--- src/pipq_pkg.sv ---
package pipq_pkg;

    // field widths fixed by the interface
    localparam int COORD_W   = 16;
    localparam int VERTEX_W  = 2 * COORD_W;
    localparam int DIFF_W    = COORD_W + 1;
    localparam int PROD_W    = 2 * DIFF_W;
    localparam int RSUM_W    = 9;

    // a polygon needs this many vertices before a query is answered
    localparam int MIN_VERTICES = 3;

    // saturation bound of the reported sum, and the sum that means inside
    localparam int SUM_LIMIT  = 128;
    localparam int SUM_INSIDE = 4;

    localparam logic KIND_APPEND = 1'b0;
    localparam logic KIND_QUERY  = 1'b1;

    typedef enum logic [1:0] {
        STATUS_OK   = 2'd0,
        STATUS_FULL = 2'd1,
        STATUS_FEW  = 2'd2
    } status_t;

    typedef logic [1:0] quad_t;

    // quadrant of a translated vertex; the axes belong to the quadrant on their positive side
    function automatic quad_t quadrant_of(input logic signed [DIFF_W-1:0] x,
                                          input logic signed [DIFF_W-1:0] y);
        if (!x[DIFF_W-1]) begin
            quadrant_of = y[DIFF_W-1] ? 2'd3 : 2'd0;
        end else begin
            quadrant_of = y[DIFF_W-1] ? 2'd2 : 2'd1;
        end
    endfunction

endpackage

--- src/point_in_polygon_quadrant.sv ---
// channel   | valid   | ready   | payload
// ----------+---------+---------+-------------------------------------------------------
// request   | s_valid | s_ready | s_kind, s_x_coord, s_y_coord
// result    | m_valid | m_ready | m_inside_res, m_on_boundary, m_winding_sum, m_status
//
// a query reads the ring through the single read port of the vertex memory,
// one vertex per cycle
// aresetn is synchronous, active low; it clears the vertex count, the memory keeps garbage
// one result can wait in the output register while the next request is taken
// a stalled result holds the block in its result state until the register frees up
module point_in_polygon_quadrant #(
    parameter int MAX_VERTICES = 64
) (
    input  logic                                 aclk,
    input  logic                                 aresetn,

    input  logic                                 s_valid,
    output logic                                 s_ready,
    input  logic                                 s_kind,
    input  logic signed [pipq_pkg::COORD_W-1:0]  s_x_coord,
    input  logic signed [pipq_pkg::COORD_W-1:0]  s_y_coord,

    output logic                                 m_valid,
    input  logic                                 m_ready,
    output logic                                 m_inside_res,
    output logic                                 m_on_boundary,
    output logic signed [pipq_pkg::RSUM_W-1:0]   m_winding_sum,
    output logic [1:0]                           m_status
);

    // count must hold MAX_VERTICES itself, the address only indexes the memory
    localparam int CNT_W  = $clog2(MAX_VERTICES + 1);
    localparam int ADDR_W = $clog2(MAX_VERTICES);
    // each step moves the sum by at most 2, so 2 bits beyond the count cover the walk
    localparam int SUM_W  = CNT_W + 2;
    localparam int EXT_W  = (SUM_W > pipq_pkg::RSUM_W) ? SUM_W : pipq_pkg::RSUM_W;

    localparam int DW = pipq_pkg::DIFF_W;
    localparam int PW = pipq_pkg::PROD_W;
    localparam int CW = pipq_pkg::COORD_W;

    typedef enum logic [1:0] {
        ST_IDLE,
        ST_WALK,
        ST_RESULT
    } state_t;

    state_t state_reg;

    // ---------------------------------------------------------------------
    // vertex memory: written by appends in idle, read only during the walk,
    // so a read never meets a write to the same entry
    // ---------------------------------------------------------------------
    logic [pipq_pkg::VERTEX_W-1:0] vertex_mem [MAX_VERTICES];
    logic [pipq_pkg::VERTEX_W-1:0] rd_data_reg;
    logic                          mem_we;
    logic [ADDR_W-1:0]             mem_waddr;
    logic                          mem_re;
    logic [ADDR_W-1:0]             mem_raddr;

    logic [CNT_W-1:0] count_reg;
    logic [CNT_W-1:0] elem_reg;       // walk element: 0..n, element n is vertex 0 again
    logic             issuing_reg;

    logic             s_fire;
    logic             table_full;

    assign s_ready    = (state_reg == ST_IDLE);
    assign s_fire     = s_valid && s_ready;
    assign table_full = (count_reg >= CNT_W'(MAX_VERTICES));

    assign mem_we    = s_fire && (s_kind == pipq_pkg::KIND_APPEND) && !table_full;
    assign mem_waddr = count_reg[ADDR_W-1:0];
    assign mem_re    = (state_reg == ST_WALK) && issuing_reg;
    assign mem_raddr = (elem_reg == count_reg) ? '0 : elem_reg[ADDR_W-1:0];

    always_ff @(posedge aclk) begin
        if (mem_we) begin
            vertex_mem[mem_waddr] <= {s_x_coord, s_y_coord};
        end
        if (mem_re) begin
            rd_data_reg <= vertex_mem[mem_raddr];
        end
    end

    // ---------------------------------------------------------------------
    // walk pipeline
    //   stage 1: memory data
    //   stage 2: translate to the query point
    //   stage 3: pair with previous vertex, cross-product halves
    //   then: boundary check and quadrant step into the sum
    // ---------------------------------------------------------------------
    logic v1_reg, first1_reg, last1_reg;
    logic v2_reg, first2_reg, last2_reg;
    logic v3_reg, last3_reg;

    logic signed [CW-1:0] px_reg, py_reg;
    logic signed [DW-1:0] dx2_reg, dy2_reg;
    logic signed [DW-1:0] prev_x_reg, prev_y_reg;
    logic signed [DW-1:0] ax3_reg, ay3_reg, bx3_reg, by3_reg;
    logic signed [PW-1:0] p1_reg, p2_reg;

    logic signed [DW-1:0] vx_ext, vy_ext, px_ext, py_ext;

    assign vx_ext = {rd_data_reg[2*CW-1], rd_data_reg[2*CW-1:CW]};
    assign vy_ext = {rd_data_reg[CW-1], rd_data_reg[CW-1:0]};
    assign px_ext = {px_reg[CW-1], px_reg};
    assign py_ext = {py_reg[CW-1], py_reg};

    always_ff @(posedge aclk) begin
        if (s_fire) begin
            px_reg <= s_x_coord;
            py_reg <= s_y_coord;
        end
        if (v1_reg) begin
            dx2_reg <= vx_ext - px_ext;
            dy2_reg <= vy_ext - py_ext;
        end
        if (v2_reg) begin
            prev_x_reg <= dx2_reg;
            prev_y_reg <= dy2_reg;
            ax3_reg    <= prev_x_reg;
            ay3_reg    <= prev_y_reg;
            bx3_reg    <= dx2_reg;
            by3_reg    <= dy2_reg;
            p1_reg     <= dy2_reg * prev_x_reg;
            p2_reg     <= dx2_reg * prev_y_reg;
        end
    end

    // edge evaluation on the stage 3 registers
    logic                    hit_vertex, hit_edge, hit;
    logic                    x_apart, y_apart;
    pipq_pkg::quad_t         qa, qb, qd;
    logic signed [2:0]       step;
    logic                    bnd_reg;
    logic signed [SUM_W-1:0] sum_reg;
    logic                    bnd_new;
    logic signed [SUM_W-1:0] sum_new;
    logic signed [EXT_W-1:0] sum_ext;
    logic signed [EXT_W-1:0] sum_sat;
    logic                    inside_new;

    // a*b <= 0 without a multiplier: one is zero or the signs differ
    assign x_apart    = (ax3_reg == '0) || (bx3_reg == '0) || (ax3_reg[DW-1] != bx3_reg[DW-1]);
    assign y_apart    = (ay3_reg == '0) || (by3_reg == '0) || (ay3_reg[DW-1] != by3_reg[DW-1]);
    assign hit_vertex = (bx3_reg == '0) && (by3_reg == '0);
    assign hit_edge   = (p1_reg == p2_reg) && x_apart && y_apart;
    assign hit        = hit_vertex || hit_edge;

    assign qa = pipq_pkg::quadrant_of(ax3_reg, ay3_reg);
    assign qb = pipq_pkg::quadrant_of(bx3_reg, by3_reg);
    assign qd = qb - qa;

    always_comb begin
        case (qd)
            2'd1:    step = 3'sd1;
            2'd3:    step = -3'sd1;
            // opposite quadrant: cross-product sign picks the way round
            2'd2:    step = (p1_reg > p2_reg) ? 3'sd2 : -3'sd2;
            default: step = 3'sd0;
        endcase
    end

    assign bnd_new = bnd_reg || hit;
    assign sum_new = bnd_new ? sum_reg : (sum_reg + {{(SUM_W-3){step[2]}}, step});

    // saturate into the 9-bit result range
    assign sum_ext = EXT_W'(sum_new);
    always_comb begin
        if (sum_ext > EXT_W'(pipq_pkg::SUM_LIMIT)) begin
            sum_sat = EXT_W'(pipq_pkg::SUM_LIMIT);
        end else if (sum_ext < -EXT_W'(pipq_pkg::SUM_LIMIT)) begin
            sum_sat = -EXT_W'(pipq_pkg::SUM_LIMIT);
        end else begin
            sum_sat = sum_ext;
        end
    end
    assign inside_new = (sum_sat == EXT_W'(pipq_pkg::SUM_INSIDE))
                     || (sum_sat == -EXT_W'(pipq_pkg::SUM_INSIDE));

    // ---------------------------------------------------------------------
    // control: state, walk bookkeeping and output register
    // ---------------------------------------------------------------------
    logic                               res_inside_reg;
    logic                               res_bnd_reg;
    logic signed [pipq_pkg::RSUM_W-1:0] res_sum_reg;
    pipq_pkg::status_t                  res_status_reg;

    logic                               m_valid_reg;
    logic                               m_inside_reg;
    logic                               m_bnd_reg;
    logic signed [pipq_pkg::RSUM_W-1:0] m_sum_reg;
    pipq_pkg::status_t                  m_status_reg;

    always_ff @(posedge aclk) begin
        if (!aresetn) begin
            state_reg   <= ST_IDLE;
            count_reg   <= '0;
            elem_reg    <= '0;
            issuing_reg <= 1'b0;
            v1_reg      <= 1'b0;
            v2_reg      <= 1'b0;
            v3_reg      <= 1'b0;
            first1_reg  <= 1'b0;
            first2_reg  <= 1'b0;
            last1_reg   <= 1'b0;
            last2_reg   <= 1'b0;
            last3_reg   <= 1'b0;
            bnd_reg     <= 1'b0;
            sum_reg     <= '0;
            m_valid_reg <= 1'b0;
        end else begin
            // pipeline valids move every cycle; first element only seeds the previous vertex
            v1_reg     <= mem_re;
            first1_reg <= (elem_reg == '0);
            last1_reg  <= (elem_reg == count_reg);
            v2_reg     <= v1_reg;
            first2_reg <= first1_reg;
            last2_reg  <= last1_reg;
            v3_reg     <= v2_reg && !first2_reg;
            last3_reg  <= last2_reg;

            if (m_valid_reg && m_ready) begin
                m_valid_reg <= 1'b0;
            end

            unique case (state_reg)
                ST_IDLE: begin
                    if (s_fire) begin
                        res_inside_reg <= 1'b0;
                        res_bnd_reg    <= 1'b0;
                        res_sum_reg    <= '0;
                        res_status_reg <= pipq_pkg::STATUS_OK;
                        state_reg      <= ST_RESULT;
                        if (s_kind == pipq_pkg::KIND_APPEND) begin
                            if (table_full) begin
                                res_status_reg <= pipq_pkg::STATUS_FULL;
                            end else begin
                                count_reg <= count_reg + 1'b1;
                            end
                        end else if (count_reg < CNT_W'(pipq_pkg::MIN_VERTICES)) begin
                            res_status_reg <= pipq_pkg::STATUS_FEW;
                        end else begin
                            elem_reg    <= '0;
                            issuing_reg <= 1'b1;
                            bnd_reg     <= 1'b0;
                            sum_reg     <= '0;
                            state_reg   <= ST_WALK;
                        end
                    end
                end
                ST_WALK: begin
                    if (issuing_reg) begin
                        elem_reg <= elem_reg + 1'b1;
                        if (elem_reg == count_reg) begin
                            issuing_reg <= 1'b0;
                        end
                    end
                    if (v3_reg) begin
                        bnd_reg <= bnd_new;
                        sum_reg <= sum_new;
                        if (last3_reg) begin
                            // closing edge done: latch the verdict
                            res_bnd_reg    <= bnd_new;
                            res_inside_reg <= !bnd_new && inside_new;
                            res_sum_reg    <= bnd_new ? '0 : sum_sat[pipq_pkg::RSUM_W-1:0];
                            res_status_reg <= pipq_pkg::STATUS_OK;
                            state_reg      <= ST_RESULT;
                        end
                    end
                end
                ST_RESULT: begin
                    if (!m_valid_reg || m_ready) begin
                        m_valid_reg  <= 1'b1;
                        m_inside_reg <= res_inside_reg;
                        m_bnd_reg    <= res_bnd_reg;
                        m_sum_reg    <= res_sum_reg;
                        m_status_reg <= res_status_reg;
                        state_reg    <= ST_IDLE;
                    end
                end
                default: begin
                    state_reg <= ST_IDLE;
                end
            endcase
        end
    end

    assign m_valid       = m_valid_reg;
    assign m_inside_res  = m_inside_reg;
    assign m_on_boundary = m_bnd_reg;
    assign m_winding_sum = m_sum_reg;
    assign m_status      = m_status_reg;

endmodule

--- config.mk ---
export PLATFORM = sky130hd
export DESIGN_NAME = point_in_polygon_quadrant
export DESIGN_NICKNAME = d
export VERILOG_FILES = /design/src/pipq_pkg.sv /design/src/point_in_polygon_quadrant.sv
export SDC_FILE = /design/constraint.sdc
export NUM_CORES = 2
export LEC_CHECK = 0
export ABC_AREA = 1
export BUFFER_PORTS_ARGS = -buffer_cell sky130_fd_sc_hd__buf_4
export CAP_MARGIN = 20
export CORE_MARGIN = 2
export CORE_UTILIZATION = 46
export CTS_CLUSTER_SIZE = 20
export DETAILED_ROUTE_END_ITERATION = 8
export SYNTH_ARGS = -nofsm -noshare
export SYNTH_HDL_FRONTEND = slang
export SYNTH_SLANG_ARGS = --single-unit
--- constraint.sdc ---
create_clock -name aclk -period 19 [get_ports aclk]
set_clock_uncertainty 0.15 [all_clocks]
set_input_delay 2.85 -clock aclk [delete_from_list [all_inputs] [get_ports aclk]]
set_output_delay 2.85 -clock aclk [all_outputs]
set_load 0.02 [all_outputs]
# After elaboration in Yosys (flattened, before gate mapping)
# Memories as Yosys holds them, arrays and structs flattened. A register that Yosys moved wholly into a read port is not among the register bits.
# Index checks and enable logic that the tools add are counted.
[classes] multipliers=2 div=0 n_eq_ne=18 order_cmp=5 n_reduce_logical=36 addsub=6 mux=64 n_bitwise=2 shift=0
[ops] op="9-bit 2-to-1 mux" count=11
[ops] op="17-bit logical NOT" count=4
[ops] op="17-bit by 17-bit multiplier with 34-bit output" count=2
[ops] op="9-bit case mux with 2 select lines" count=2
[ops] op="34-bit equality test" count=1
[ops] op="34-bit > comparator" count=1
[ops] op="2-bit 2-to-1 mux" count=17
[ops] op="16-bit by 16-bit subtractor with 17-bit output" count=2
[ops] op="7-bit 2-to-1 mux" count=4
[ops] op="1-bit 2-to-1 mux" count=20
[ops] op="5-bit AND reduction" count=3
[ops] op="7-bit by 1-bit adder with 7-bit output (second input constant)" count=2
[ops] op="7-bit case mux with 2 select lines" count=1
[ops] op="4-bit AND reduction" count=3
[ops] op="1-bit logical AND" count=10
[ops] op="2-bit inequality test (second input constant)" count=5
[ops] op="9-bit adder" count=1
[ops] op="9-bit by 3-bit equality test with 1-bit output (second input constant)" count=1
[ops] op="9-bit by 4-bit equality test with 1-bit output (second input constant)" count=1
[ops] op="9-bit > comparator (second input constant)" count=1
[ops] op="9-bit by 8-bit less-than comparator with 1-bit output (second input constant)" count=1
[ops] op="3-bit case mux with 3 select lines" count=1
[ops] op="1-bit logical OR" count=8
[ops] op="1-bit case mux with 2 select lines" count=4
[ops] op="18 further kinds" count=27
[word_totals] latchBits=0 mem_count=1 elab_cells=167 regBits=264 ramBits=2048 rom_bits=0 out_inout_bits=15 inputBits=37
[mem_list] name="vertex_mem" depth=64 word_bits=32 read_ports=1 rd_clocked_by_memory_dff=1 wr=1 line="point_in_polygon_quadrant.sv:54" rtl="logic [pipq_pkg::VERTEX_W-1:0] vertex_mem [MAX_VERTICES];"

# Depth between registers and ports, before layout
[depth] ltp_word=17 mapped_depth=33

# Worst setup path after synthesis
# OpenSTA, ideal clock, no wires.
[synth_path] kind="input to register" from="in s_valid" to="mem vertex_mem[23][0] in the netlist's numbering, enable pin" arrival_time_ns=7.468 t_required_ns=18.389 path_stages=8 n_path_buf=0 slack_ns=10.921 cell_sequence="inv_1 nor2_1 nand3_1 inv_1 nand2_1 inv_1 nand2_1 nor3_1"
[synth_via] elab_chain_cells=5
[synth_rtl] item="start, declared" line="point_in_polygon_quadrant.sv:17" rtl="input logic s_valid,"
[synth_rtl] item="1-bit logical AND" line="point_in_polygon_quadrant.sv:69" rtl="assign s_fire = s_valid && s_ready;"
[synth_rtl] item="via s_fire" line="point_in_polygon_quadrant.sv:65" rtl="logic s_fire;"
[synth_rtl] item="1-bit logical AND (2 in a row)" line="point_in_polygon_quadrant.sv:72" rtl="assign mem_we = s_fire && (s_kind == pipq_pkg::KIND_APPEND) && !table_full;"
[synth_rtl] item="1-bit 2-to-1 mux" line="point_in_polygon_quadrant.sv:78" rtl="if (mem_we) begin"
[synth_rtl] item="1-bit 2-to-1 mux (implied by the code)" line="point_in_polygon_quadrant.sv:79" rtl="vertex_mem[mem_waddr] <= {s_x_coord, s_y_coord};"
[synth_rtl] item="end, declared" line="point_in_polygon_quadrant.sv:54"
# The timed path passes the listed nets, and every way through them passes these cells.

==> results.toml <==
[outcome]
outcome = "completed"

[place]
dp_hpwl_um = 191000
port_buffers = 51
place.gp.congestion = 0.876
place_ws_ns = 11.80

[synth]
synth_cells = 9280
synth_ff_type = "edfxtp_1"
synth_mux_area_frac = 0
synth-compound-area-share = 0.0962
yosysSeqAreaShare = 0.603
synth_xor_area_frac = 0.00899
ys_types = 56
syn-cell-area_um2 = 116000
synth-edff-count = 2308
synth-simple-area-share = 0.110
synthAdderAreaFrac = 0.129
ys_warn_count = 0
synth_top_family_by_area = "adder cells"
postSynth.asyncResetShare = 0
ys_ff_latch = 2344
synth.avg_cell_area_um2 = 12.5
syn_nets = 10155

[timing]
setup_viol = 0
max_freq_ghz = 0.138
maxSlewViolCount = 0
fin_ws_ns = 11.74
slew_headroom = 0.236
fin_tns_setup_ns = 0
tightest_slew_ns = 1.15
rsz0062_at_grt = "false"
hold_violations = 0
fin_crit_ns = 7.26
fin_crit_sh = 0.382

[clock_tree]
postCtsHoldBufs = 0
cts_buffers = 241
cts_buffer_depth = 3
clk_pin_slew_ns = 0.06
postCtsSetupBuffers = 0
cts_root_buffer = "clkbuf_16"
cts_tree = "built"
cts_sinks = 2344
post_cts_resized = 0
htreeDepth = 4
clkLatencyLatePin_ns = 0.90

[final_layout]
final_cell_mix = "edfxtp_1, nor2_1, inv_1"
syn2layout_area_growth_pct = 10.6
final_common_cell = "edfxtp_1"
fin_nets = 9999
fillers = 21310
largest_reg_flops = 2048
fin_util = 0.511
layout-drive-gt1-share = 0.126
multi_input_area_um2 = 40400
register_area_um2 = 70000

[global_routing]
track_usage = 0.246
grt_remaining_overflow = 0
grt_pass1_wl_um = 471000
antenna_found_initial = 10
grt_max_degree = 212
grt_pass1_vias = 71203

[setup_path]
critPathMostFrequentCell = "fa_1"
cp.arrival_ns = 7.68
endpoint_kind = "flop"
cp.depth = 24
crit_path_start_kind = "flop"
path_cells = "nand2_1 > fa_1 > inv_1 > fa_1 > inv_1 > fa_1 > inv_1 > fa_1 > inv_1 > fa_1 > inv_1 > fa_1 > ha_1 > a21oi_1 > o21ai_0 > a21oi_1 > o21ai_0 > nand2_1 > nand2_1 > a21oi_1 > o21ai_0 > nand2_1 > o211a_1 > xor2_1"
cp_num_buf_inv = 5
max_stage_delay_ns = 0.79
cpLargestDelayFamily = "adder cells"
required_ns = 19.41
r2r_cells = 24
cp_slowest_cell = "edfxtp_1"
critPathMaxFanout = 19
criticalPathCategory = "reg -> reg"

[die]
dieArea_um2 = 256000
die_x_um = 506
io_pins = 52
fp.dieH_um = 506
start_util = 0.462
rows = 184
core_um2 = 251000

[routing]
drt_iter0_drc = 8345
drtPass1Iterations = 6
viasPerCell = 5.75
wl_per_cell_um = 25.0
num_vias = 72898
drt-total-wl_um = 318000
postRouteAntennaNets = 0
drc = 0

[hold_path]
hold_path.class = "reg -> reg"
hold_depth = 0

[power_and_ir_drop]
powerDensity_nw_per_um2 = 82.2
leakagePower_nw = 45.7
ir_worst_vdd_mv = 0.106
total_power_w = 0.0106

[job]
maxCapViolations = 0
-- Yosys cell counts (2+ instances only) --
| cell | number | share of area |
|---|---|---|
| or2_2 | 546 | 0.029 |
| inv_2 | 6 | 0.00019 |
| clkinv_1 | 2 | 0.000065 |
| xnor2_1 | 45 | 0.0034 |
| dfxtp_1 | 36 | 0.0062 |
| nand2_1 | 832 | 0.027 |
| o311ai_1 | 78 | 0.0059 |
| edfxtp_1 | 2308 | 0.60 |
| buf_2 | 71 | 0.0031 |
| inv_1 | 1013 | 0.033 |
| a21oi_2 | 2 | 0.00015 |
| clkbuf_1 | 467 | 0.015 |
| a21boi_0 | 2 | 0.00013 |
| o311ai_0 | 178 | 0.013 |
| nand3_2 | 2 | 0.00017 |
| nand3_4 | 2 | 0.00030 |
| a211oi_1 | 6 | 0.00039 |
| nand2_4 | 3 | 0.00029 |
| nor2_1 | 1173 | 0.038 |
| a31oi_1 | 5 | 0.00027 |
| buf_4 | 4 | 0.00026 |
| o31ai_1 | 257 | 0.017 |
| nand4_1 | 11 | 0.00059 |
| o211ai_1 | 771 | 0.050 |
| o21bai_1 | 8 | 0.00052 |
| xor2_1 | 71 | 0.0054 |
| nand3_1 | 252 | 0.011 |
| nor4_1 | 18 | 0.00097 |
| buf_1 | 44 | 0.0014 |
| o21ai_1 | 4 | 0.00017 |
| o211a_1 | 2 | 0.00017 |
| nand2_2 | 13 | 0.00070 |
| nor3_1 | 14 | 0.00060 |
| nor2_2 | 2 | 0.00011 |
| fa_1 | 595 | 0.10 |
| o41ai_1 | 3 | 0.00023 |
| ha_1 | 243 | 0.026 |
| nor4_2 | 2 | 0.00022 |
| a21oi_1 | 124 | 0.0053 |
| o21a_1 | 3 | 0.00019 |
| a21o_1 | 5 | 0.00032 |
| o21ai_0 | 43 | 0.0019 |
-- stage by stage --
step	hold WS, ns	area [µm²]	std cells
after floorplan	0.218	116000	9280
after global routing	0.245	128000	12679
after global placement	0.255	120000	12189
after CTS	0.226	128000	12666
after detailed placement	0.251	120000	12217
final	0.254	128000	12683
-- layout make-up --
type | count | area share
Inverter | 1021 | 0.0300
Clock buffer | 299 | 0.0489
Clock inverter | 150 | 0.0119
Sequential cell | 2344 | 0.545
Antenna cell | 5 | 0.0000974
Multi-Input combinational cell | 5328 | 0.315
Timing Repair Buffer | 188 | 0.0163
Tap cell | 3348 | 0.0326
-- worst paths after layout --
check                                       start  slack [ns]           to
worst max-delay path                   by3_reg[2]       11.74   p2_reg[33]
worst min-delay path            res_status_reg[0]        0.25  m_status[0]
worst max register to register         by3_reg[2]       11.74   p2_reg[33]
worst min register to register  res_status_reg[0]        0.25  m_status[0]
-- cells by family (layout without fill, tap and decap cells) --
kind of cell             Yosys count  after routing
adder cells (fa/ha/maj)          838            838
other                              0              5
flip-flops                      2344           2344
AO/OA/AOI/OAI                   1497           1497
buffers and inverters           1608           1658
XOR/XNOR                         117            117
AND/OR/NAND/NOR                 2876           2876
-- power breakdown --
| group | internal (W) | total [W] | switching (W) |
|---|---|---|---|
| clock | 0.00264 | 0.00467 | 0.00202 |
| sequential | 0.00569 | 0.00570 | 0.00000506 |
| combinational | 0.0000287 | 0.000188 | 0.000159 |
| total | 0.00836 | 0.0106 | 0.00219 |
-- worst reg2reg max path: cells and delay by family (launching register included) --
family	cells	cell delay (ns)
AO/OA/AOI/OAI	7	1.64
XOR/XNOR	1	0.13
adder cells (fa/ha/maj)	7	3.43
buffers and inverters	5	0.28
flip-flops	1	0.79
AND/OR/NAND/NOR	4	0.51
-- per-layer routing --
layer	part of all wire	vias up	global-route usage	wire length (µm)
li1	-	32310	-	-
met1	0.44	37354	0.362	139000
met2	0.45	2795	0.375	144000
met3	0.076	435	0.0367	24200
met4	0.035	4	0.0820	11100
met5	0.000076	-	0	24
Note: power is estimated with default switching activity, not from simulation.
